## src/rtl/mrfd_pkg.sv

```systemverilog
// shared types and constants for the motor record frame deframer
`timescale 1ns / 1ps

package mrfd_pkg;

  // framing constants
  localparam logic [7:0] HEADER_BYTE  = 8'hFF;
  localparam logic [7:0] RECORD_BYTES = 8'd4;

  // parser phase codes
  localparam logic [2:0] PH_HUNT  = 3'd0;
  localparam logic [2:0] PH_LEN   = 3'd1;
  localparam logic [2:0] PH_BODY  = 3'd2;
  localparam logic [2:0] PH_FOOT1 = 3'd3;
  localparam logic [2:0] PH_FOOT2 = 3'd4;

  // result kind codes
  localparam logic [1:0] KIND_RECORD   = 2'd0;
  localparam logic [1:0] KIND_GOOD     = 2'd1;
  localparam logic [1:0] KIND_HDR_ERR  = 2'd2;
  localparam logic [1:0] KIND_FOOT_ERR = 2'd3;

  // compact result as it sits in the queue
  typedef struct packed {
    logic [1:0]  kind;
    logic [23:0] hold;
    logic [7:0]  last_byte;
  } q_entry_t;

  // front to queue
  typedef struct packed {
    logic     push;
    q_entry_t entry;
  } q_push_t;

  // queue to back
  typedef struct packed {
    logic     full;
    logic     empty;
    q_entry_t head;
  } q_stat_t;

endpackage

```

## src/rtl/mrfd_ifs.sv

```systemverilog
// valid/ready channel interfaces for received bytes and result items
`timescale 1ns / 1ps

interface mrfd_byte_if;
  logic       valid;
  logic       ready;
  logic [7:0] rx_byte;

  modport source (output valid, output rx_byte, input ready);
  modport sink   (input valid, input rx_byte, output ready);
endinterface

interface mrfd_result_if;
  logic        valid;
  logic        ready;
  logic [1:0]  kind;
  logic [7:0]  motor_id;
  logic [7:0]  item_id;
  logic [15:0] value;

  modport source (output valid, output kind, output motor_id, output item_id,
                  output value, input ready);
  modport sink   (input valid, input kind, input motor_id, input item_id,
                  input value, output ready);
endinterface

```

## src/rtl/motor_record_frame_deframer.sv

```systemverilog
// Motor record frame deframer: header/length/record/footer byte parser.
// Throughput: one received byte per cycle; the parser takes a byte whenever the
//   result queue has a free entry; the output register drains one per cycle
//   while out_ready is high. The completing byte writes a result into the queue,
//   and the output register loads it once that register is empty or draining.
// Reset (rst_n low, synchronous): parser back to header hunting, queue and
//   output register emptied.
`timescale 1ns / 1ps

module motor_record_frame_deframer
  import mrfd_pkg::*;
#(
  parameter int QDEPTH = 4
) (
  input  logic          clk,
  input  logic          rst_n,
  mrfd_byte_if.sink     in_bus,
  mrfd_result_if.source out_bus
);

  q_push_t q_push;
  q_stat_t q_stat;
  logic    pop;

  // byte parser
  mrfd_front u_front (
    .clk      (clk),
    .rst_n    (rst_n),
    .in_valid (in_bus.valid),
    .q_full   (q_stat.full),
    .in_byte  (in_bus.rx_byte),
    .in_ready (in_bus.ready),
    .q_push   (q_push)
  );

  // result queue
  mrfd_queue #(
    .DEPTH (QDEPTH)
  ) u_queue (
    .clk    (clk),
    .rst_n  (rst_n),
    .q_push (q_push),
    .pop    (pop),
    .q_stat (q_stat)
  );

  // output stage
  mrfd_back u_back (
    .clk          (clk),
    .rst_n        (rst_n),
    .q_stat       (q_stat),
    .out_ready    (out_bus.ready),
    .pop          (pop),
    .out_valid    (out_bus.valid),
    .out_kind     (out_bus.kind),
    .out_motor_id (out_bus.motor_id),
    .out_item_id  (out_bus.item_id),
    .out_value    (out_bus.value)
  );

  // parser never produces a result into a full queue
  assert property (@(posedge clk) disable iff (!rst_n)
    q_push.push |-> !q_stat.full)
    else $error("result pushed into full queue");

  // queue cannot read as full and empty at once
  assert property (@(posedge clk) disable iff (!rst_n)
    !(q_stat.full && q_stat.empty))
    else $error("queue both full and empty");

  // frame status results carry zero record fields
  assert property (@(posedge clk) disable iff (!rst_n)
    (out_bus.valid && out_bus.kind != KIND_RECORD) |->
      (out_bus.motor_id == 8'd0 && out_bus.item_id == 8'd0 && out_bus.value == 16'd0))
    else $error("status result with nonzero record fields");

  // a pop always loads the output register, leaving it valid
  assert property (@(posedge clk) disable iff (!rst_n)
    pop |=> out_bus.valid)
    else $error("output register not loaded after pop");

endmodule

```

## src/rtl/mrfd_front.sv

```systemverilog
// byte parser: frame state machine that classifies bytes and queues results
`timescale 1ns / 1ps

module mrfd_front
  import mrfd_pkg::*;
(
  input  logic    clk,
  input  logic    rst_n,
  input  logic    in_valid,
  input  logic    q_full,
  input  logic [7:0] in_byte,
  output logic    in_ready,
  output q_push_t q_push
);

  logic [2:0]  phase_r, phase_nxt;
  logic [7:0]  bytes_left_r, bytes_left_nxt;
  logic [1:0]  bir_r, bir_nxt;
  logic [23:0] hold_r, hold_nxt;
  logic        ffb_r, ffb_nxt;
  logic        accept;

  // take a byte whenever the queue has room for a possible result
  assign in_ready = !q_full;
  assign accept   = in_valid && in_ready;

  // next state and result classification
  always_comb begin
    phase_nxt             = phase_r;
    bytes_left_nxt        = bytes_left_r;
    bir_nxt               = bir_r;
    hold_nxt              = hold_r;
    ffb_nxt               = ffb_r;
    q_push.push           = 1'b0;
    q_push.entry.kind     = KIND_RECORD;
    q_push.entry.hold     = hold_r;
    q_push.entry.last_byte = in_byte;
    if (accept) begin
      unique case (phase_r)
        PH_LEN: begin
          bytes_left_nxt = in_byte;
          bir_nxt        = 2'd0;
          hold_nxt       = 24'd0;
          phase_nxt      = (in_byte == 8'd0) ? PH_FOOT1 : PH_BODY;
        end
        PH_BODY: begin
          if (bir_r == 2'd0 && bytes_left_r < RECORD_BYTES) begin
            // trailing byte that cannot complete a record
          end else if (bir_r == 2'd3) begin
            q_push.push       = 1'b1;
            q_push.entry.kind = KIND_RECORD;
            hold_nxt          = 24'd0;
            bir_nxt           = 2'd0;
          end else begin
            hold_nxt = {hold_r[15:0], in_byte};
            bir_nxt  = bir_r + 2'd1;
          end
          bytes_left_nxt = bytes_left_r - 8'd1;
          if (bytes_left_r == 8'd1) begin
            phase_nxt = PH_FOOT1;
          end
        end
        PH_FOOT1: begin
          ffb_nxt   = (in_byte != 8'd0);
          phase_nxt = PH_FOOT2;
        end
        PH_FOOT2: begin
          q_push.push       = 1'b1;
          q_push.entry.kind = (ffb_r || in_byte != 8'd0) ? KIND_FOOT_ERR : KIND_GOOD;
          ffb_nxt           = 1'b0;
          bir_nxt           = 2'd0;
          hold_nxt          = 24'd0;
          phase_nxt         = PH_HUNT;
        end
        default: begin
          // hunting, and any unused phase code
          if (in_byte == HEADER_BYTE) begin
            phase_nxt = PH_LEN;
          end else begin
            q_push.push       = 1'b1;
            q_push.entry.kind = KIND_HDR_ERR;
            phase_nxt         = PH_HUNT;
          end
        end
      endcase
    end
  end

  // parser state registers
  always_ff @(posedge clk) begin
    if (!rst_n) begin
      phase_r      <= PH_HUNT;
      bytes_left_r <= 8'd0;
      bir_r        <= 2'd0;
      hold_r       <= 24'd0;
      ffb_r        <= 1'b0;
    end else begin
      phase_r      <= phase_nxt;
      bytes_left_r <= bytes_left_nxt;
      bir_r        <= bir_nxt;
      hold_r       <= hold_nxt;
      ffb_r        <= ffb_nxt;
    end
  end

endmodule

```

## src/rtl/mrfd_queue.sv

```systemverilog
// short result queue between parser and output stage
`timescale 1ns / 1ps

module mrfd_queue
  import mrfd_pkg::*;
#(
  parameter int DEPTH = 4
) (
  input  logic    clk,
  input  logic    rst_n,
  input  q_push_t q_push,
  input  logic    pop,
  output q_stat_t q_stat
);

  localparam int PW = (DEPTH > 1) ? $clog2(DEPTH) : 1;
  localparam int CW = $clog2(DEPTH + 1);
  localparam logic [PW-1:0] LAST = PW'(DEPTH - 1);
  localparam logic [CW-1:0] FULL_CNT = CW'(DEPTH);

  q_entry_t      mem_r [DEPTH];
  logic [PW-1:0] wr_ptr_r, rd_ptr_r;
  logic [CW-1:0] count_r;
  logic          do_push, do_pop;

  assign q_stat.full  = (count_r == FULL_CNT);
  assign q_stat.empty = (count_r == '0);
  assign q_stat.head  = mem_r[rd_ptr_r];

  assign do_push = q_push.push && !q_stat.full;
  assign do_pop  = pop && !q_stat.empty;

  // entry storage
  always_ff @(posedge clk) begin
    if (do_push) begin
      mem_r[wr_ptr_r] <= q_push.entry;
    end
  end

  // pointers and fill count
  always_ff @(posedge clk) begin
    if (!rst_n) begin
      wr_ptr_r <= '0;
      rd_ptr_r <= '0;
      count_r  <= '0;
    end else begin
      if (do_push) begin
        wr_ptr_r <= (wr_ptr_r == LAST) ? '0 : wr_ptr_r + PW'(1);
      end
      if (do_pop) begin
        rd_ptr_r <= (rd_ptr_r == LAST) ? '0 : rd_ptr_r + PW'(1);
      end
      if (do_push && !do_pop) begin
        count_r <= count_r + CW'(1);
      end else if (do_pop && !do_push) begin
        count_r <= count_r - CW'(1);
      end
    end
  end

endmodule

```

## src/rtl/mrfd_back.sv

```systemverilog
// output stage: expands queued entries into result fields, registered
`timescale 1ns / 1ps

module mrfd_back
  import mrfd_pkg::*;
(
  input  logic        clk,
  input  logic        rst_n,
  input  q_stat_t     q_stat,
  input  logic        out_ready,
  output logic        pop,
  output logic        out_valid,
  output logic [1:0]  out_kind,
  output logic [7:0]  out_motor_id,
  output logic [7:0]  out_item_id,
  output logic [15:0] out_value
);

  logic        valid_r;
  logic [1:0]  kind_r;
  logic [7:0]  motor_r, item_r;
  logic [15:0] value_r;
  logic        is_rec;

  // load when the register is empty or its item leaves this cycle
  assign pop    = !q_stat.empty && (!valid_r || out_ready);
  assign is_rec = (q_stat.head.kind == KIND_RECORD);

  // output valid flag
  always_ff @(posedge clk) begin
    if (!rst_n) begin
      valid_r <= 1'b0;
    end else if (pop) begin
      valid_r <= 1'b1;
    end else if (out_ready) begin
      valid_r <= 1'b0;
    end
  end

  // output payload, fields zero for frame status kinds
  always_ff @(posedge clk) begin
    if (pop) begin
      kind_r  <= q_stat.head.kind;
      motor_r <= is_rec ? q_stat.head.hold[23:16] : 8'd0;
      item_r  <= is_rec ? q_stat.head.hold[15:8]  : 8'd0;
      value_r <= is_rec ? {q_stat.head.hold[7:0], q_stat.head.last_byte} : 16'd0;
    end
  end

  assign out_valid    = valid_r;
  assign out_kind     = kind_r;
  assign out_motor_id = motor_r;
  assign out_item_id  = item_r;
  assign out_value    = value_r;

endmodule
```

## src/flat_wrapper.sv

```systemverilog
// flat-port wrapper written by rule: the top's interface ports become plain ports
module motor_record_frame_deframer_flat import mrfd_pkg::*;
#(
  parameter int QDEPTH = 4
)
  (clk, rst_n, in_bus_valid, in_bus_rx_byte, in_bus_ready, out_bus_valid, out_bus_kind, out_bus_motor_id, out_bus_item_id, out_bus_value, out_bus_ready);
  mrfd_byte_if in_bus_i ();
  mrfd_result_if out_bus_i ();
  input  logic clk;
  input  logic rst_n;
  input wire logic [$bits(in_bus_i.valid)-1:0] in_bus_valid;
  input wire logic [$bits(in_bus_i.rx_byte)-1:0] in_bus_rx_byte;
  output wire logic [$bits(in_bus_i.ready)-1:0] in_bus_ready;
  output wire logic [$bits(out_bus_i.valid)-1:0] out_bus_valid;
  output wire logic [$bits(out_bus_i.kind)-1:0] out_bus_kind;
  output wire logic [$bits(out_bus_i.motor_id)-1:0] out_bus_motor_id;
  output wire logic [$bits(out_bus_i.item_id)-1:0] out_bus_item_id;
  output wire logic [$bits(out_bus_i.value)-1:0] out_bus_value;
  input wire logic [$bits(out_bus_i.ready)-1:0] out_bus_ready;
  assign in_bus_i.valid = in_bus_valid;
  assign in_bus_i.rx_byte = in_bus_rx_byte;
  assign in_bus_ready = in_bus_i.ready;
  assign out_bus_valid = out_bus_i.valid;
  assign out_bus_kind = out_bus_i.kind;
  assign out_bus_motor_id = out_bus_i.motor_id;
  assign out_bus_item_id = out_bus_i.item_id;
  assign out_bus_value = out_bus_i.value;
  assign out_bus_i.ready = out_bus_ready;
  motor_record_frame_deframer #(.QDEPTH(QDEPTH)) u_core (.clk(clk), .rst_n(rst_n), .in_bus(in_bus_i), .out_bus(out_bus_i));
endmodule
```

## config.mk

```make
export PLATFORM = sky130hd
export DESIGN_NAME = motor_record_frame_deframer_flat
export DESIGN_NICKNAME = d
export VERILOG_FILES = /design/src/rtl/mrfd_pkg.sv /design/src/rtl/mrfd_ifs.sv /design/src/rtl/motor_record_frame_deframer.sv /design/src/rtl/mrfd_front.sv /design/src/rtl/mrfd_queue.sv /design/src/rtl/mrfd_back.sv /design/src/flat_wrapper.sv
export SDC_FILE = /design/constraint.sdc
export NUM_CORES = 1
export LEC_CHECK = 0
export ABC_AREA = 1
export BUFFER_PORTS_ARGS = -buffer_cell sky130_fd_sc_hd__buf_2
export CAP_MARGIN = 40
export CORE_UTILIZATION = 63
export CTS_BUF_LIST = sky130_fd_sc_hd__clkbuf_2 sky130_fd_sc_hd__clkbuf_4 sky130_fd_sc_hd__clkbuf_8
export CTS_CLUSTER_DIAMETER = 40
export DETAILED_ROUTE_END_ITERATION = 8
export PLACE_DENSITY = 0.9
export REMOVE_ABC_BUFFERS = 1
export SLEW_MARGIN = 30
export SYNTH_ARGS = -nofsm -noshare
export SYNTH_HDL_FRONTEND = slang
export SYNTH_HIERARCHICAL = 1
export SYNTH_SLANG_ARGS = --single-unit
```

## constraint.sdc

```tcl
create_clock -name clk -period 6.3 [get_ports clk]
set_input_delay 1.89 -clock clk [delete_from_list [all_inputs] [get_ports clk]]
set_output_delay 1.89 -clock clk [all_outputs]
set_load 0.03 [all_outputs]
```

Word-level counts from Yosys, hierarchy flattened

Memory sizes are Yosys's and may differ from the RTL's. A register that Yosys moved wholly into a read port is not among the register bits.
Cells that the tools add are included.
Widths: inputs -> output; s select.

Bits in registers: 80
Memory bits (writable): 136
Output and inout bits: 36
Memories kept: 1

Add/sub/neg operators: 6
$lt $le $gt $ge: 1
Eq/ne operators: 12
Multiplexer cells: 28
Reductions and logical operators: 30

Memories:

| name                 | words | bits a word | read ports | clocked after memory_dff | write ports | line             | source |
|---|---|---|---|---|---|---|---|
| u_core.u_queue.mem_r | 4     | 34          | 1          | 1                        | 1           | mrfd_queue.sv:21 | `q_entry_t mem_r [DEPTH];` |

Operators with widths:

| operator            | number |
|---|---|
| $mux 24             | 2 |
| $pmux 24 s2         | 1 |
| $mux 3              | 7 |
| $pmux 8 s2          | 1 |
| $mux 2              | 7 |
| $pmux 3 s4          | 1 |
| $reduce_bool 2->1   | 5 |
| $pmux 3 s3          | 1 |
| $eq 8x1->1 const B  | 1 |
| $eq 8x8->1 const B  | 1 |
| $logic_not 8->1     | 1 |
| $lt 8x3->1 const B  | 1 |
| $reduce_bool 8->1   | 1 |
| $sub 8x1->8 const B | 1 |
| $logic_and 1x1->1   | 7 |
| $add 2x1->2 const B | 3 |
| $eq 2x2->1 const B  | 3 |
| $eq 3x2->1 const B  | 2 |
| $eq 3x3->1 const B  | 2 |
| $mux 1              | 6 |
| $reduce_and 2->1    | 3 |
| $logic_not 1->1     | 5 |
| $logic_not 2->1     | 2 |
| $ne 2x2->1 const B  | 2 |
| 9 further kinds     | 11 |

Longest topological paths before layout

Depth after elaboration: 10
Mapped depth: 19

By module

Netlist, hierarchy kept.

By module, submodules not included:

| module     | instances | cells each | area each (µm²) | seq. area each (µm²) |
|---|---|---|---|---|
| mrfd_queue | 1         | 401        | 5745.5          | 4264.1 |
| mrfd_front | 1         | 323        | 2198.4          | 760.7 |
| mrfd_back  | 1         | 109        | 1378.8          | 1041.0 |

Worst setup path before layout

Ideal clock, no wire load.

Kind: input to register
From: in out_bus_ready
To: reg u_core.u_queue.count_r[1]
Arrival: 4985 ps
Data required time: 6184 ps
Setup slack: 1199 ps
Cell stages on the path: 8
Path buffers: 0
Cell sequence: inv_1 a21oi_1 nand2_1 ha_1 inv_1 fa_1 o21ai_0 nor2_1

Cells in the longest elaborated chain, start to end: 6
Elaborated cells on any way between the ends: 8
Classes of those cells: mux (1); reduce/logical (7)

RTL lines:

| what                                        | line                              | source |
|---|---|---|
| from (decl)                                 | flat_wrapper.sv:19                | `input wire logic [$bits(out_bus_i.ready)-1:0] out_bus_ready;` |
| $logic_or 1x1->1 *                          | mrfd_back.sv:26                   | `assign pop = !q_stat.empty && (!valid_r \|\| out_ready);` |
| $logic_and 1x1->1 *                         | mrfd_back.sv:26                   |  |
| named net u_core.pop                        | motor_record_frame_deframer.sv:23 | `logic pop;` |
| $logic_and 1x1->1 *                         | mrfd_queue.sv:31                  | `assign do_pop = pop && !q_stat.empty;` |
| $logic_not 1->1                             | mrfd_queue.sv:53                  | `if (do_push && !do_pop) begin` |
| $logic_and 1x1->1                           | mrfd_queue.sv:53                  |  |
| $mux 3 or $reduce_bool 2->1 (tied branches) | -                                 |  |
| to (signal assigned)                        | mrfd_queue.sv:54                  | `count_r <= count_r + CW'(1);` |
| to (signal assigned)                        | mrfd_queue.sv:56                  | `count_r <= count_r - CW'(1);` |
| to (decl)                                   | mrfd_queue.sv:23                  | `logic [CW-1:0] count_r;` |

Mark *: on every way through the listed nets, which the timed path passes. The rest lies on a longest branch.
A chain may end at the register's enable or synchronous reset.

==> impl_results.md <==
- Total of max-cap violations: 0
- FILL cells: 965
- Initial antenna violation count: 0
- Ports: 48
- Drt total wl: 17,890 um
- Synth warnings: 6
- CP Launch Type: primary input
- Design Power: 4.711 mW
- GPL Wtd Cong: 0.8463
- Grt met2 use: 43.19%
- Comb power frac: 32.6%
- Syn Area/Cell: 11.19 sq um
- Hold Buf Count CTS: 0
- Sw Share: 36.09%
- Crit end category: flop
- Max-slew violation count: 0
- Cells on worst reg2reg path: 17
- Setup Skew: 23.96 ps
- Htree depth: 2
- Worst hold start: u_core/u_front/bytes_left_r[6]
- Maximum root-to-sink buffer count: 3
- Grt ovf: 0
- Vias in the first global route: 5,975
- Non-Filler Instances: 1,088
- Largest net degree at the start of global routing: 69
- Setup TNS: 0 ps
- Die H: 123.6 um
- P_sw: 1.700 mW
- Hold/Removal Path Class: flop to flop
- Library cells used by synthesis: 36
- Clock-pin slew on the worst setup and hold paths: 60 ps
- First-pass iteration count of the detailed router: 7
- Hpwl dp: 10,140 um
- Layout area overhead: 10.09%
- CP max FO: 8
- Min cycle time layout: 3529 ps
- Placed Cells incl. Taps: 1,025
- Core area: 0.01448 sq mm
- Clock sink total: 218
- Synth area leaders: edfxtp_1 55%, dfxtp_1 10%, nor2_1 5.5%
- Least-Margin Pin Slew: 732.6 ps
- Layout net count: 902
- Post-synthesis cell area: 0.009323 sq mm
- Vias per std cell: 5.640
- Number of synthesized register bits: 218
- Post-CTS Setup Inserts: 0
- Aggregate global-route resource usage: 24.99%
- Pwr dens: 459.0 mW/mm^2
- DRC viols: 1
- Row count: 44
- Vias: 6,136
- Share of cells above drive strength 1: 23.23%
- Area leader, netlist: edfxtp_1
- Die width: 123.6 um
- Area of the multi-input gates: 0.002629 sq mm
- CTS tree: done
- Initial Utilization: 64.39%
- CTS Buf Count: 35
- Final setup fails: 0
- Clk_lat worst skew: 520 ps
- Die area: 0.01529 sq mm
- Clock Tree Root: clkbuf_8
- Starting DRT DRC Count: 450
- Max transition margin: 51.16%
- Worst setup path startpoint: in_bus_rx_byte[7]
- Worst VDD drop: 0.0003135 V
- Synth top area share: 54.76%
- Post-cts resize count: 0
- Post-synthesis cell count: 833
- Grt peak-use layer: met2
- Hold Vio Cnt, Final: 0
- Post-layout util: 70.89%
- Seq/Total Area, Yosys: 65.07%
- Port bufs: 47
- Max Clk Rate: 283.3 MHz
- RSZ-0062 raised after global routing: no
- Critical path arrival: 3940 ps
- Routed WL per cell: 16.44 um
- Worst path required time: 6710 ps
- Clock power share: 26.3%
- Routed Antenna Nets: 0
- Part of the cycle the worst path needs: 56.02%
- Hold path cells: 2
- Lkg Pwr: 4.042 nW
- Reg2reg start: u_core/u_front/phase_r[1]
- Worst setup path category: primary input to flop
- N_diodes: 0
- P_int: 3.011 mW
- GR Util met1: 30.11%
- Flop pwr share: 41.1%
- Status: complete, but fails checks
- M3 GR Usage: 4.899%
- Register Area: 0.006067 sq mm
- First-pass GRT wire length: 28,850 um
- Failing checks: design-rule violations
==> layout make-up <==
class                      count  area share [%]
clock buffer                  53           6.437
multi-input combinational    494           25.61
sequential                   218           59.11
timing repair buffer          55           3.072
tap                          184           2.243
clock inverter                10          0.7192
inverter                      74           2.804
==> registers in the layout, indices dropped and copies added (netlist names), named ones only <==
signal and count:
u_core/u_queue/mem_r 136, u_core/u_front/hold_r 24, u_core/u_back/out_value 16, u_core/u_back/out_item_id 8
u_core/u_back/out_motor_id 8, u_core/u_front/bytes_left_r 8, u_core/u_front/phase_r 3, u_core/u_queue/count_r 3
u_core/u_back/out_kind 2, u_core/u_front/bir_r 2, u_core/u_queue/rd_ptr_r 2, u_core/u_queue/wr_ptr_r 2
u_core/u_back/out_valid 1, u_core/u_front/ffb_r 1
==> power by group through the flow <==
stage                     clock network (mW)  logic [mW]  registers (mW)
after floorplan                            0       0.804            2.26
after global placement                     0        1.48            1.96
after detailed placement                   0        1.54            1.96
after CTS                               1.26        1.54            1.94
after global routing                    1.32        1.69            1.95
final                                   1.24        1.54            1.93
==> cell usage in the layout, fill, tap and decap left out, types with 17 or more instances in the layout <==
cell	synthesis	layout
nand2_1	98	98
nor2_1	136	132
o22ai_2	20	20
nor2_2	52	55
a21oi_1	18	17
inv_1	67	67
buf_2	18	47
nand3_1	31	31
edfxtp_1	170	170
dfxtp_1	48	47
clkbuf_8	0	42
o21ai_0	80	80
==> Yosys cell counts, drive strengths merged <==
cell type  number
nand3b          2
clkbuf          4
o21ai          86
dfxtp          48
a21oi          18
nor2          190
o22ai          35
o211ai          2
nand4           6
or2             2
nand3          32
nand2         104
buf            43
inv            73
nor3            5
fa              1
ha             11
edfxtp        170
clkinv          1
==> worst paths after layout <==
check,end,slack (ps)
min,u_core/u_front/bytes_left_r[6],480
max reg2reg,u_core/u_queue/count_r[2],3600
min reg2reg,u_core/u_front/bytes_left_r[6],480
max,u_core/u_queue/count_r[2],2770
==> metrics by stage <==
step	instance area (sq um)	hold slack, ps	setup WS (ps)
3_3_place_gp	9502	452.0	2235
5_1_grt	10260	506.7	2628
4_1_cts	10260	487.0	2811
6_report	10260	482.9	2771
2_1_floorplan	8956	443.3	1199
3_5_place_dp	9529	478.0	2269
==> kinds of logic after synthesis <==
kind of cell / count (synthesis) / share of synthesized area, %
compound gates: 141 / 9.435
flops: 218 / 65.07
buf+inv: 121 / 7.019
simple gates: 341 / 16.79
fa+ha+maj: 12 / 1.691
==> worst max-delay path: stages <==
cell	delay [ps]
buf_2	150
nand4_1	130
nor2_1	50
nand2_1	110
o211ai_1	110
nor2_1	180
nand2_1	250
inv_1	120
ha_1	170
inv_1	70
fa_1	380
inv_1	60
nand2_1	60
nand3_1	80
nand2_1	50
inv_1	40
nor2_1	40
==> routing by layer <==
layer,vias up,wire [um]
met3,50,1224
met1,2916,7113
met5,-,0
met4,0,547
li1,2916,-
met2,254,9000
No activity file was read; power rests on OpenSTA's default activity.
